## config.mk

```make
export PLATFORM = sky130hd
export DESIGN_NAME = fgn_front
export DESIGN_NICKNAME = d
export VERILOG_FILES = /design/src/hdl/fractal_gradient_noise_defines.svh /design/src/hdl/fgn_pkg.sv /design/src/hdl/fgn_fifo.sv /design/src/hdl/fgn_front.sv
export SDC_FILE = /design/constraint.sdc
export NUM_CORES = 1
export LEC_CHECK = 0
export BUFFER_PORTS_ARGS = -buffer_cell sky130_fd_sc_hd__buf_4
export CAP_MARGIN = 10
export CORE_AREA = 2 2 293 150
export CTS_CLUSTER_SIZE = 30
export DETAILED_ROUTE_END_ITERATION = 8
export DIE_AREA = 0 0 295 152
export PLACE_DENSITY = 0.79
export SYNTH_ARGS = -nofsm -noshare
export SYNTH_HDL_FRONTEND = slang
export SYNTH_SLANG_ARGS = --single-unit
```

## constraint.sdc

```tcl
create_clock -name clk -period 6.4 [get_ports clk]
set_input_delay 0.64 -clock clk [delete_from_list [all_inputs] [get_ports clk]]
set_output_delay 0.64 -clock clk [all_outputs]
set_load 0.03 [all_outputs]
```

## src/hdl/fractal_gradient_noise_defines.svh

```systemverilog
// Assertion helpers shared by the fractal noise block.
`ifndef FRACTAL_GRADIENT_NOISE_DEFINES_SVH
`define FRACTAL_GRADIENT_NOISE_DEFINES_SVH

// Same-cycle implication, checked outside reset.
`define FGN_ASSERT_IMPLY(lbl, ante, cons, msg) \
  lbl: assert property (@(posedge clk) disable iff (!rst_n) (ante) |-> (cons)) \
    else $error(msg);

// Next-cycle implication, checked outside reset.
`define FGN_ASSERT_NEXT(lbl, ante, cons, msg) \
  lbl: assert property (@(posedge clk) disable iff (!rst_n) (ante) |=> (cons)) \
    else $error(msg);

`endif

```

## src/hdl/fgn_pkg.sv

```systemverilog
package fgn_pkg;

  localparam int TABLE_SIZE_DEF = 256;
  localparam int MAX_OCTAVES    = 16;
  localparam int FRONT_DEPTH    = 4;
  localparam int OUT_DEPTH      = 2;
  // Width of per-octave noise values and of the fractal accumulator
  localparam int NW    = 24;
  localparam int ACC_W = 48;
  localparam logic [31:0] CELL_OFFSET = 32'h0000_1000;
  // 3.0 in Q16
  localparam logic [17:0] FADE_THREE  = 18'h30000;

  typedef enum logic [2:0] {
    REQ_EVAL    = 3'd0,
    REQ_LOAD_P  = 3'd1,
    REQ_LOAD_1D = 3'd2,
    REQ_LOAD_2D = 3'd3,
    REQ_LOAD_3D = 3'd4
  } req_t;

  typedef enum logic [1:0] {
    CFG_OCTAVES = 2'd0,
    CFG_FREQ    = 2'd1,
    CFG_AMP     = 2'd2,
    CFG_DIM     = 2'd3
  } cfg_idx_t;

  typedef struct packed {
    logic [4:0]  octaves;
    logic [31:0] base_freq;
    logic [31:0] base_amp;
    logic [1:0]  dim_count;
  } fgn_cfg_t;

  typedef struct packed {
    req_t               op;
    logic [7:0]         index;
    logic [7:0]         perm;
    logic signed [15:0] gx;
    logic signed [15:0] gy;
    logic signed [15:0] gz;
    logic signed [31:0] x;
    logic signed [31:0] y;
    logic signed [31:0] z;
  } fgn_item_t;

  typedef struct packed {
    logic signed [31:0] noise;
    logic               sat;
  } fgn_res_t;

  typedef struct packed {
    logic item_pop;
    logic res_push;
    logic busy;
  } fgn_evst_t;

endpackage

```

## src/hdl/fgn_fifo.sv

```systemverilog
module fgn_fifo #(
  parameter int WIDTH = 8,
  parameter int DEPTH = 2
) (
  input  logic             clk,
  input  logic             rst_n,
  input  logic             push,
  input  logic [WIDTH-1:0] wdata,
  output logic             full,
  input  logic             pop,
  output logic [WIDTH-1:0] rdata,
  output logic             empty
);

  localparam int AW = (DEPTH > 1) ? $clog2(DEPTH) : 1;
  localparam int CW = $clog2(DEPTH + 1);

  logic [WIDTH-1:0] mem_r [DEPTH];
  logic [AW-1:0]    wr_ptr_r, rd_ptr_r;
  logic [CW-1:0]    count_r;
  logic             do_push, do_pop;

  assign full    = (count_r == CW'(DEPTH));
  assign empty   = (count_r == '0);
  assign do_push = push && !full;
  assign do_pop  = pop && !empty;
  assign rdata   = mem_r[rd_ptr_r];

  always_ff @(posedge clk) begin
    if (do_push) begin
      mem_r[wr_ptr_r] <= wdata;
    end
  end

  always_ff @(posedge clk) begin
    if (!rst_n) begin
      wr_ptr_r <= '0;
      rd_ptr_r <= '0;
      count_r  <= '0;
    end else begin
      if (do_push) begin
        wr_ptr_r <= (wr_ptr_r == AW'(DEPTH - 1)) ? '0 : wr_ptr_r + 1'b1;
      end
      if (do_pop) begin
        rd_ptr_r <= (rd_ptr_r == AW'(DEPTH - 1)) ? '0 : rd_ptr_r + 1'b1;
      end
      if (do_push && !do_pop) begin
        count_r <= count_r + 1'b1;
      end else if (do_pop && !do_push) begin
        count_r <= count_r - 1'b1;
      end
    end
  end

endmodule

```

## src/hdl/fgn_front.sv

```systemverilog
module fgn_front import fgn_pkg::*; (
  input  logic               clk,
  input  logic               rst_n,
  input  logic               in_push,
  output logic               in_full,
  input  logic [2:0]         in_req_type,
  input  logic [7:0]         in_table_index,
  input  logic [7:0]         in_perm_value,
  input  logic signed [15:0] in_grad_x,
  input  logic signed [15:0] in_grad_y,
  input  logic signed [15:0] in_grad_z,
  input  logic signed [31:0] in_x_coord,
  input  logic signed [31:0] in_y_coord,
  input  logic signed [31:0] in_z_coord,
  output fgn_item_t          item_o,
  output logic               item_empty_o,
  input  logic               item_pop_i
);

  fgn_item_t              item;
  logic                   known;
  logic [$bits(fgn_item_t)-1:0] rdata;

  // Drop unknown request codes here; they never reach the back end.
  assign known = (in_req_type == REQ_EVAL) || (in_req_type == REQ_LOAD_P) ||
                 (in_req_type == REQ_LOAD_1D) || (in_req_type == REQ_LOAD_2D) ||
                 (in_req_type == REQ_LOAD_3D);

  always_comb begin
    item.op    = req_t'(in_req_type);
    item.index = in_table_index;
    item.perm  = in_perm_value;
    item.gx    = in_grad_x;
    item.gy    = in_grad_y;
    item.gz    = in_grad_z;
    item.x     = in_x_coord;
    item.y     = in_y_coord;
    item.z     = in_z_coord;
  end

  fgn_fifo #(
    .WIDTH ($bits(fgn_item_t)),
    .DEPTH (FRONT_DEPTH)
  ) u_q (
    .clk   (clk),
    .rst_n (rst_n),
    .push  (in_push && known),
    .wdata (item),
    .full  (in_full),
    .pop   (item_pop_i),
    .rdata (rdata),
    .empty (item_empty_o)
  );

  assign item_o = fgn_item_t'(rdata);

endmodule

```

==> run_results.csv <==
group,metric,value,unit
clock_network,cts_root_buf,"clkbuf_16",
power,p_leak,9.48,nW
synthesis,syn_nets,1074,
synthesis,syn-cell-area,24000,sq um
floorplanning,rows,54,
power,p_total,10.8,mW
critical_path,r2r_cells,4,
grt,grt_pass1_vias,10914,
power,ir_drop,0.000283,V
route,first_pass_iters,5,
placed_design,dpl.hpwl,26400,um
clock_network,cts_buffers,54,
grt,grt_usage,20.3,%
route,wl_per_cell,24.0,um
final_layout,instances_no_fill,1894,
critical_path,cp-end-kind,"output pin",
power,comb_power_share,23.5,%
timing,holdWs,0.264,ns
critical_path,cp_max_fo,50,
placed_design,port_buffers,331,
clock_network,clk_pin_slew,0.07,ns
timing,slew_viol_final,0,
final_layout,nets,1433,
job,drv_cap,0,
route,vias,10606,
min_path,hold_path.class,"in -> reg",
timing,fin_tns_setup,0,ns
power,internal-power,7.83,mW
placed_design,dp.cells,1791,
floorplanning,initial_core_util,56.2,%
timing,clock_skew,0.0214,ns
critical_path,startpoint_type,"register",
final_layout,drive_above_1_share,44.5,%
floorplanning,die_h,152,um
synthesis,synthCells,900,
clock_network,cts-resized-gates,0,
route,route.detailed.drc,0,
route,ant_nets,0,
power,p_clk_share,29.3,%
critical_path,worst-endpoint-arrival,2.71,ns
power,power_density,376,nW/um^2
route,initialDrtViolationCount,769,
clock_network,cts_setup_buffers,0,
floorplanning,io_pins,332,
clock_network,cts.path.max_buffers,3,
power,swShare,27.7,%
floorplanning,coreArea,42600,sq um
timing,fin_crit_sh,52.4,%
final_layout,synthToLayoutAreaGrowth,20.1,%
floorplanning,fp.dieW,295,um
clock_network,postCtsHoldBufs,0,
grt,grt_pass1_wl,68300,um
synthesis,synth_warnings,0,
min_path,whs_path_depth,1,
timing,worst_slack,3.05,ns
power,power.switching,3.00,mW
critical_path,path_class,"reg -> out",
synthesis,syn_avg_cell_area,26.6,sq um
critical_path,crit_required,5.76,ns
timing,layout_min_cycle_time,3.35,ns
synthesis,yosysSeqAreaShare,82.4,%
grt,antenna_found_initial,4,
power,p_seq_share,47.2,%
clock_network,h-tree-depth,2,
route,via_per_inst,5.60,
placed_design,post-place-ws,3.19,ns
timing,hold_violations,0,
status,status,"finished, final reports clean",
final_layout,stdcell_area,28800,sq um
clock_network,cts_tree,"yes",
timing,worstMarginPinSlew,1.04,ns
grt,overflow,0,
final_layout,utilization,67.5,%
timing,setup_viol,0,
route,drt-total-wl,45500,um
timing,slew-limit-headroom,31.0,%
timing,rsz0062_at_grt,"no",
clock_network,clk_latency,0.57,ns
placed_design,place_area,27100,sq um
synthesis,ys_ff_latch,661,
clock_network,cts_sinks,661,
placed_design,finalWeightedCongestion,0.772,
floorplanning,die_area,44800,sq um
timing,fmax,298,MHz
synthesis,yosysUniqueCellTypes,25,
grt,grt_max_degree,142,
registers in the layout, indices dropped and copies added, names as in the netlist, named ones only:
register	flops
u_q.count_r	3
u_q.mem_r	652
u_q.wr_ptr_r	2
u_q.rd_ptr_r	2
worst max-delay path, stage by stage (launching register included):
cell and delay [ns]:
dfxtp_4 0.47, buf_4 0.79, mux4_2 0.64, buf_4 0.19
metal layers:
metal  track usage, %  wire (um)  part of all wire [%]
met3             5.13       3180                   7.0
met5                0         16                 0.035
met2             32.8      22800                    50
met4             4.40        879                   1.9
met1             28.7      18700                    41
synth_stat cells, drive strengths merged:
master / instances / area [sq um]
o21ai: 2 / 10.0
fa: 1 / 20.0
edfxtp: 652 / 19600
mux2i: 4 / 40.0
clkbuf: 3 / 11.3
o31ai: 1 / 7.51
a21boi: 2 / 15.0
inv: 3 / 11.3
buf: 34 / 229
ha: 6 / 75.1
xor2: 1 / 8.76
nand2: 5 / 18.8
nor3b: 1 / 7.51
dfxtp: 9 / 180
mux4: 163 / 3670
xnor2: 1 / 8.76
and2: 5 / 31.3
and3b: 1 / 10.0
nor2: 1 / 3.75
or3: 2 / 12.5
nor2b: 2 / 12.5
nor3: 1 / 5.00
path summary, 6_finish.rpt:
check | end | start | slack [ns]
max | item_o[88] | register | 3.05
min reg2reg | u_q.wr_ptr_r[1] | u_q.wr_ptr_r[1] | 0.51
min | u_q.mem_r[0][22] | in_z_coord[22] | 0.26
max reg2reg | u_q.mem_r[0][13] | u_q.count_r[0] | 3.49
power by group through the flow:
stage / Combinational, mW / Clock, mW / Sequential, mW
after global routing: 2.68 / 3.42 / 5.13
after floorplan: 1.72 / 0 / 5.20
after detailed placement: 2.58 / 0 / 5.20
final: 2.55 / 3.18 / 5.11
after CTS: 2.60 / 3.26 / 5.11
after global placement: 2.56 / 0 / 5.19
layout by cell type, fill, tap and decap left out, types with 2 or more instances in the layout:
cell and n:
a21boi_0 2, and2_4 4, buf_12 6, buf_4 334
bufinv_16 4, clkbuf_1 16, clkbuf_16 55, clkinv_1 14
clkinv_2 8, dfxtp_1 7, dfxtp_4 2, diode_2 3
edfxtp_1 652, ha_1 6, inv_1 3, inv_6 2
mux2i_1 4, mux4_2 163, nand2_1 5, nor2b_1 2
o21ai_0 2, or3_1 2
cell families (layout without fill, tap and decap cells):
logic type / count (synthesis) / after routing / share of synthesized area (%)
adder cells (fa/ha/maj): 7 / 7 / 0.397
buffers and inverters: 40 / 443 / 1.05
AND/OR/NAND/NOR: 18 / 18 / 0.423
AO/OA/AOI/OAI: 5 / 5 / 0.136
other: 0 / 3 / 0
flip-flops: 661 / 661 / 82.4
XOR/XNOR: 2 / 2 / 0.0731
multiplexers: 167 / 167 / 15.5
final cells by class:
cell class | instances | area [sq um]
sequential | 661 | 19800
fill | 2581 | 13800
multi-input combinational | 199 | 3970
timing repair buffer | 340 | 2630
clock buffer | 71 | 1440
tap | 588 | 736
clock inverter | 29 | 239
inverter | 3 | 11.3
antenna | 3 | 7.51
Note: power is estimated with default switching activity, not from simulation.
