[config.mk]
export PLATFORM = sky130hd
export DESIGN_NAME = fgn_fifo
export DESIGN_NICKNAME = d
export VERILOG_FILES = /design/src/hdl/fractal_gradient_noise_defines.svh /design/src/hdl/fgn_fifo.sv
export SDC_FILE = /design/constraint.sdc
export NUM_CORES = 1
export LEC_CHECK = 0
export BUFFER_PORTS_ARGS = -buffer_cell sky130_fd_sc_hd__buf_2
export CORE_ASPECT_RATIO = 0.8
export CORE_MARGIN = 2
export CORE_UTILIZATION = 49
export CTS_CLUSTER_DIAMETER = 80
export CTS_CLUSTER_SIZE = 30
export DETAILED_ROUTE_END_ITERATION = 7
export GPL_ROUTABILITY_DRIVEN = 0
export GPL_TIMING_DRIVEN = 0
export PLACE_DENSITY_LB_ADDON = 0.05
export SYNTH_ARGS = -nofsm -noshare
export SYNTH_HDL_FRONTEND = slang
export SYNTH_SLANG_ARGS = --single-unit
[constraint.sdc]
create_clock -name clk -period 1.75 [get_ports clk]
set_clock_uncertainty 0.15 [all_clocks]
set_input_delay 0.0875 -clock clk [delete_from_list [all_inputs] [get_ports clk]]
set_output_delay 0.0875 -clock clk [all_outputs]
set_load 0.005 [all_outputs]
[src/hdl/fractal_gradient_noise_defines.svh]
// Assertion helpers shared by the fractal noise block.
`ifndef FRACTAL_GRADIENT_NOISE_DEFINES_SVH
`define FRACTAL_GRADIENT_NOISE_DEFINES_SVH

// Same-cycle implication, checked outside reset.
`define FGN_ASSERT_IMPLY(lbl, ante, cons, msg) \
  lbl: assert property (@(posedge clk) disable iff (!rst_n) (ante) |-> (cons)) \
    else $error(msg);

// Next-cycle implication, checked outside reset.
`define FGN_ASSERT_NEXT(lbl, ante, cons, msg) \
  lbl: assert property (@(posedge clk) disable iff (!rst_n) (ante) |=> (cons)) \
    else $error(msg);

`endif

[src/hdl/fgn_fifo.sv]
module fgn_fifo #(
  parameter int WIDTH = 8,
  parameter int DEPTH = 2
) (
  input  logic             clk,
  input  logic             rst_n,
  input  logic             push,
  input  logic [WIDTH-1:0] wdata,
  output logic             full,
  input  logic             pop,
  output logic [WIDTH-1:0] rdata,
  output logic             empty
);

  localparam int AW = (DEPTH > 1) ? $clog2(DEPTH) : 1;
  localparam int CW = $clog2(DEPTH + 1);

  logic [WIDTH-1:0] mem_r [DEPTH];
  logic [AW-1:0]    wr_ptr_r, rd_ptr_r;
  logic [CW-1:0]    count_r;
  logic             do_push, do_pop;

  assign full    = (count_r == CW'(DEPTH));
  assign empty   = (count_r == '0);
  assign do_push = push && !full;
  assign do_pop  = pop && !empty;
  assign rdata   = mem_r[rd_ptr_r];

  always_ff @(posedge clk) begin
    if (do_push) begin
      mem_r[wr_ptr_r] <= wdata;
    end
  end

  always_ff @(posedge clk) begin
    if (!rst_n) begin
      wr_ptr_r <= '0;
      rd_ptr_r <= '0;
      count_r  <= '0;
    end else begin
      if (do_push) begin
        wr_ptr_r <= (wr_ptr_r == AW'(DEPTH - 1)) ? '0 : wr_ptr_r + 1'b1;
      end
      if (do_pop) begin
        rd_ptr_r <= (rd_ptr_r == AW'(DEPTH - 1)) ? '0 : rd_ptr_r + 1'b1;
      end
      if (do_push && !do_pop) begin
        count_r <= count_r + 1'b1;
      end else if (do_pop && !do_push) begin
        count_r <= count_r - 1'b1;
      end
    end
  end

endmodule

==> metrics.txt, run 1 <==
Syn Area/Cell=16.2 sq um; RSZ-0062 raised after global routing=no; Max rail drop VDD=739 uV; yosys warns=0; CP Launch Type=flop; global-route wire length before repair=1940 um; Synth area leaders=edfxtp_1 (59%), dfxtp_1 (12%), mux2_2 (11%); number of remaining DRC errors=0; area of the multi-input gates=230 sq um; Final WS setup=87.8 ps; # rows=13; DP Cell Count=93; # clock sinks=21; setup TNS=0 ps; average via count per standard cell=4.76; routed length per instance=11.1 um; Max clock buf depth=2; Setup Crit Path Kind=flop to flop; largest net degree at the start of global routing=12; layout cell share with drive strength beyond 1=45.2%; DIE AREA=0.00200 sq mm; flops & latches, synth=21; Hold Vio Cnt, Final=0; headroom to the max-slew limit=70.8%; fmax=602 MHz; CP required=1830 ps; Crit Path Max Fanout=5; initial antenna violation count=0; outcome=completed; Least-Margin Pin Slew=436 ps; register area=586 sq um; non-filler cells, final=106; 1st-iter DRT viols=6; critical path arrival=1740 ps; DRT Wirelength=1180 um; CP Capture Type=flop; Yosys top cell area share=59.4%; gr ovfl total=0; I/O Buffers=21; die width=49.4 um; Min Hold Slack=4.98 ps; max cap viols=0; Setup WS pre-CTS=16.8 ps; clock period minus worst slack=1660 ps; cell area after synthesis=810 sq um; power per cell area=1260 mW/mm^2; Detailed Place HPWL=801 um; CTS tree=done; Synth Net Count=63; CTS root buffer=clkbuf_4; DRT antenna net count=0; Max Slew Vio Count=0; Antenna diodes=0; first-pass iteration count of the detailed router=3; Hold Path Class=input port to flop; H-tree Lvls=1; I/O Pins=22; Clock Latency Late Sink=290 ps; Post-Synthesis Cells=50; slack of the worst reg-to-reg path=90 ps; count of cell types in the netlist=20; Fill cells=126; vias in the first global route=486; via count=505; Clock transition at path regs=110 ps; Leak Pwr=0.427 nW; final setup violation count=0; Yosys top cell by area=edfxtp_1; Core ar.=0.00159 sq mm; Syn-to-layout area delta=33.4%; Starting Density=50.8%; sequential share of the synthesized area=71.7%; Num CTS Buffers=3; Final Net Count=98; Die Height=40.4 um; Final period util=95.0%; Total GRT Usage=14.0%
==> cells in the final DEF, fill, tap and decap left out, drive strengths merged <==
cell type / instances
clkbuf: 4
mux2: 8
edfxtp: 16
ha: 1
xor2: 1
xnor2: 2
dfxtp: 5
nor2: 2
a21boi: 2
buf: 22
and3: 1
nor3: 1
o21a: 1
nand2b: 1
dlygate4sd3: 9
and2: 3
o21ai: 2
or3: 1
inv: 2
==> final timing paths <==
kind              startpoint          to  depth (start not counted)
setup / recovery  count_r[0]  count_r[1]                          6
hold / removal          push    wr_ptr_r                          3
hold reg to reg   count_r[1]  count_r[1]                          2
setup reg to reg  count_r[0]  count_r[1]                          6
==> cells in the mapped netlist <==
cell type   n
a21boi_0    1
edfxtp_1   16
inv_1       1
xor2_1      1
nor3_2      1
mux2_2      8
inv_2       1
a21boi_1    1
buf_2       1
nor2_1      2
nand2b_1    1
and2_1      3
or3_1       1
o21ai_1     1
o21ai_0     1
xnor2_1     2
ha_1        1
o21a_1      1
dfxtp_1     5
and3_1      1
==> sequential cells by signal, summed over array words and instances (netlist names), named ones only <==
| register | count |
|---|---|
| mem_r | 16 |
| count_r | 2 |
| rd_ptr_r | 1 |
| wr_ptr_r | 1 |
==> routing by layer <==
metal | up-vias | share of wire, % | global-route usage [%]
li1 | 251 | - | -
met1 | 239 | 45 | 15.7
met2 | 13 | 50 | 27.7
met3 | 2 | 3.9 | 3.36
met4 | 0 | 0.59 | 4.17
met5 | - | 0 | 0
==> area by class of cell <==
| type | instances | share of cell area (%) |
|---|---|---|
| flip-flops and latches | 21 | 54.2 |
| plain buffers | 1 | 0.463 |
| clock buffers | 4 | 2.43 |
| repair buffers | 30 | 18.1 |
| inverters | 2 | 0.927 |
| multi-input cells | 26 | 21.3 |
| well taps | 22 | 2.55 |
==> power breakdown <==
group / switching, mW / internal (mW) / total [mW]
clock: 0.133 / 0.0885 / 0.221
combinational: 0.192 / 0.249 / 0.441
sequential: 0.0514 / 0.644 / 0.695
total: 0.376 / 0.982 / 1.36
==> repair_timing <==
item | CTS | global route
hold endpoints to repair | 21 | 0
gates resized for setup | 1 | 5
pin swaps | 0 | 1
setup buffers | 0 | 0
endpoints found under the setup margin | 8 | 1
cloned | 0 | 0
hold buffers | 9 | 0
==> critical path, cell delays in order (launching register included) <==
cell and delay, ps:
dfxtp_4 380, nand2b_4 150, inv_4 70, nor2_1 40
ha_1 330, or3_1 350, a21boi_1 130
==> stage by stage <==
stage               utilization, %  instance area, sq um  total power, mW
floorplan                        -                   810            0.961
global placement              59.1                   942             1.09
detailed placement            59.1                   942             1.10
CTS                           66.8                  1060             1.34
global route                  67.7                  1080             1.46
finish                        67.7                  1080             1.36
==> logic make-up (layout without fill, tap and decap cells) <==
group | count (synthesis) | in the layout | share of synthesized area, %
XOR/XNOR | 3 | 3 | 3.25
buffers and inverters | 3 | 37 | 1.54
AND/OR/NAND/NOR | 9 | 9 | 6.80
multiplexers | 8 | 8 | 11.1
adder cells (fa/ha/maj) | 1 | 1 | 1.55
AO/OA/AOI/OAI | 5 | 5 | 4.02
flip-flops | 21 | 21 | 71.7
Power figures use the tool's default switching activity.
==> inputs of run 2 (changes only) <==
--- a/config.mk
+++ b/config.mk
@@ -14,7 +14,8 @@
 export DETAILED_ROUTE_END_ITERATION = 7
 export GPL_ROUTABILITY_DRIVEN = 0
 export GPL_TIMING_DRIVEN = 0
-export PLACE_DENSITY_LB_ADDON = 0.05
+export PLACE_DENSITY = 0.75
+export SETUP_SLACK_MARGIN = 0.05
 export SYNTH_ARGS = -nofsm -noshare
 export SYNTH_HDL_FRONTEND = slang
 export SYNTH_SLANG_ARGS = --single-unit
==> constraint.sdc (replaced) <==
create_clock -name clk -period 1.75 [get_ports clk]
set_clock_uncertainty 0.15 [all_clocks]
set_input_delay 0.2625 -clock clk [delete_from_list [all_inputs] [get_ports clk]]
set_output_delay 0.2625 -clock clk [all_outputs]
set_load 0.005 [all_outputs]
==> run 2 against run 1 <==
Net effect: clock-buffer cell count down 1; die area unchanged; global-route usage down 0.098 points; register-to-register slack better by 40 ps; flip-flop and latch count unchanged; non-clock buffer count up 1; setup slack better by 16 ps; wire length up 8.1%; total power up 4.8%; via count up 2.2%; sequential power about the same; first-iteration DRC count down 17%.
==> metrics.txt, run 2 (same netlist as run 1, synthesis figures left out) <==
outcome=completed; power per cell area=1290 mW/mm^2; average via count per standard cell=4.82; RSZ-0062 raised after global routing=no; beginning of the worst register-to-register path=count_r[0]; # rows=13; CP Capture Type=primary output; Num CTS Buffers=3; Detailed Place HPWL=869 um; Clock Latency Late Sink=290 ps; final setup violation count=0; H-tree Lvls=1; via count=516; DRT Wirelength=1280 um; Final WS setup=104 ps; Die Height=40.4 um; Antenna diodes=0; Clock power frac=15.9%; Syn-to-layout area delta=36.0%; gr ovfl total=0; critical path arrival=1230 ps; headroom to the max-slew limit=69.5%; Fill cells=128; Starting Density=50.8%; Leak Pwr=0.436 nW; slack of the worst reg-to-reg path=130 ps; initial antenna violation count=0; DRT antenna net count=0; vias in the first global route=430; clock period minus worst slack=1650 ps; Clock transition at path regs=110 ps; Core ar.=0.00159 sq mm; Final period util=94.1%; DIE AREA=0.00200 sq mm; Hold Vio Cnt, Final=0; Power, Total=1.42 mW; setup TNS=0 ps; WHS Path Cells=2; Least-Margin Pin Slew=455 ps; global-route wire length before repair=1880 um; commonest non-fill, non-tap cell in the layout=buf_2; CTS root buffer=clkbuf_4; CP required=1340 ps; I/O Pins=22; Power Internal=1.02 mW; 1st-iter DRT viols=5; sw frac=28.4%; R2R cell count=7; number of remaining DRC errors=0; max cap viols=0; # clock sinks=21; Comb power frac=35.4%; Final Net Count=99; Total GRT Usage=13.9%; Hold Path Class=input port to flop; Crit Path Max Fanout=8; I/O Buffers=21; most frequent cells in the layout=buf_2 (21), edfxtp_1 (16), mux2_2 (8), dlygate4sd3_1 (8); largest net degree at the start of global routing=13; layout cell share with drive strength beyond 1=51.8%; Largest register FFs=16; Max clock buf depth=2; Critical R2R Capture=count_r[1]; post-route core utilization=69.1%; sequential fraction of design power=48.7%; NetSw=0.404 mW; routed length per instance=11.9 um; CTS tree=done; first-pass iteration count of the detailed router=4; Most flops, register=mem_r; hold wc startpoint=rst_n; Max Slew Vio Count=0; Setup Crit Path Kind=flop to primary output; hold-critical path endpoint=count_r[0]; Setup WS pre-CTS=8.32 ps; CP Launch Type=flop; die width=49.4 um; fmax=607 MHz; Largest regs=mem_r: 16 flops, count_r: 2 flops; Max rail drop VDD=788 uV
## run 2: changes by cell type in the layout (fill, tap and decap cells not counted), sizes merged
cell and delta:
clkinv +1, clkbuf -1, buf +2, dlygate4sd3 -1
## run 2: final cells by class
class | instances | area, sq um | area share, %
inverter | 2 | 10.0 | 0.909
clock buffer | 3 | 22.5 | 2.05
clock inverter | 1 | 5.00 | 0.455
multi-input combinational | 26 | 239 | 21.7
tap | 22 | 27.5 | 2.50
timing repair buffer | 31 | 200 | 18.2
sequential | 21 | 586 | 53.2
buffer | 1 | 11.3 | 1.02
## run 2: layer usage
layer	part of all wire, %	vias to the layer above	track usage [%]
met1	43	246	17.3
met5	0	-	0
met4	0.47	0	6.25
met3	3.8	2	3.36
li1	-	255	-
met2	52	13	24.0
## run 2: worst max path at each step
stage | to | slack (ps) | depth (start not counted)
3_5_place_dp | mem_r[0][5] | 8 | 3
2_1_floorplan | count_r[1] | 150 | 6
5_1_grt | rdata[4] | 50 | 3
3_3_place_gp | mem_r[0][5] | 40 | 3
6_report | rdata[0] | 100 | 3
4_1_cts | count_r[1] | 60 | 6
## run 2: worst max-delay path: stages, from the launching register on
cell and delay [ps]:
dfxtp_1 340, buf_6 130, mux2_2 330, buf_2 130
## run 2: what timing repair did
action                                 CTS  global route
endpoints found under the hold margin   14             2
hold buffers                             7             1
setup endpoints to repair               17            18
resized for setup                        2             9
setup buffers                            0             2
pin swaps                                0             1
## run 2: power groups by stage
stage                     clock (mW)  sequential [mW]  combinational, mW
after CTS                      0.232            0.682              0.438
final                          0.226            0.693              0.504
after floorplan                    0            0.680              0.281
after detailed placement           0            0.692              0.416
after global routing           0.252            0.703              0.564
after global placement             0            0.686              0.401
## run 2: stage by stage
stage / instances / cell area (sq um) / hold WS, ps
finish: 107 / 1100 / 76.5
global route: 107 / 1100 / 72.4
floorplan: 50 / 810 / 211
global placement: 93 / 942 / 301
CTS: 104 / 1040 / 0.968
detailed placement: 93 / 942 / 305
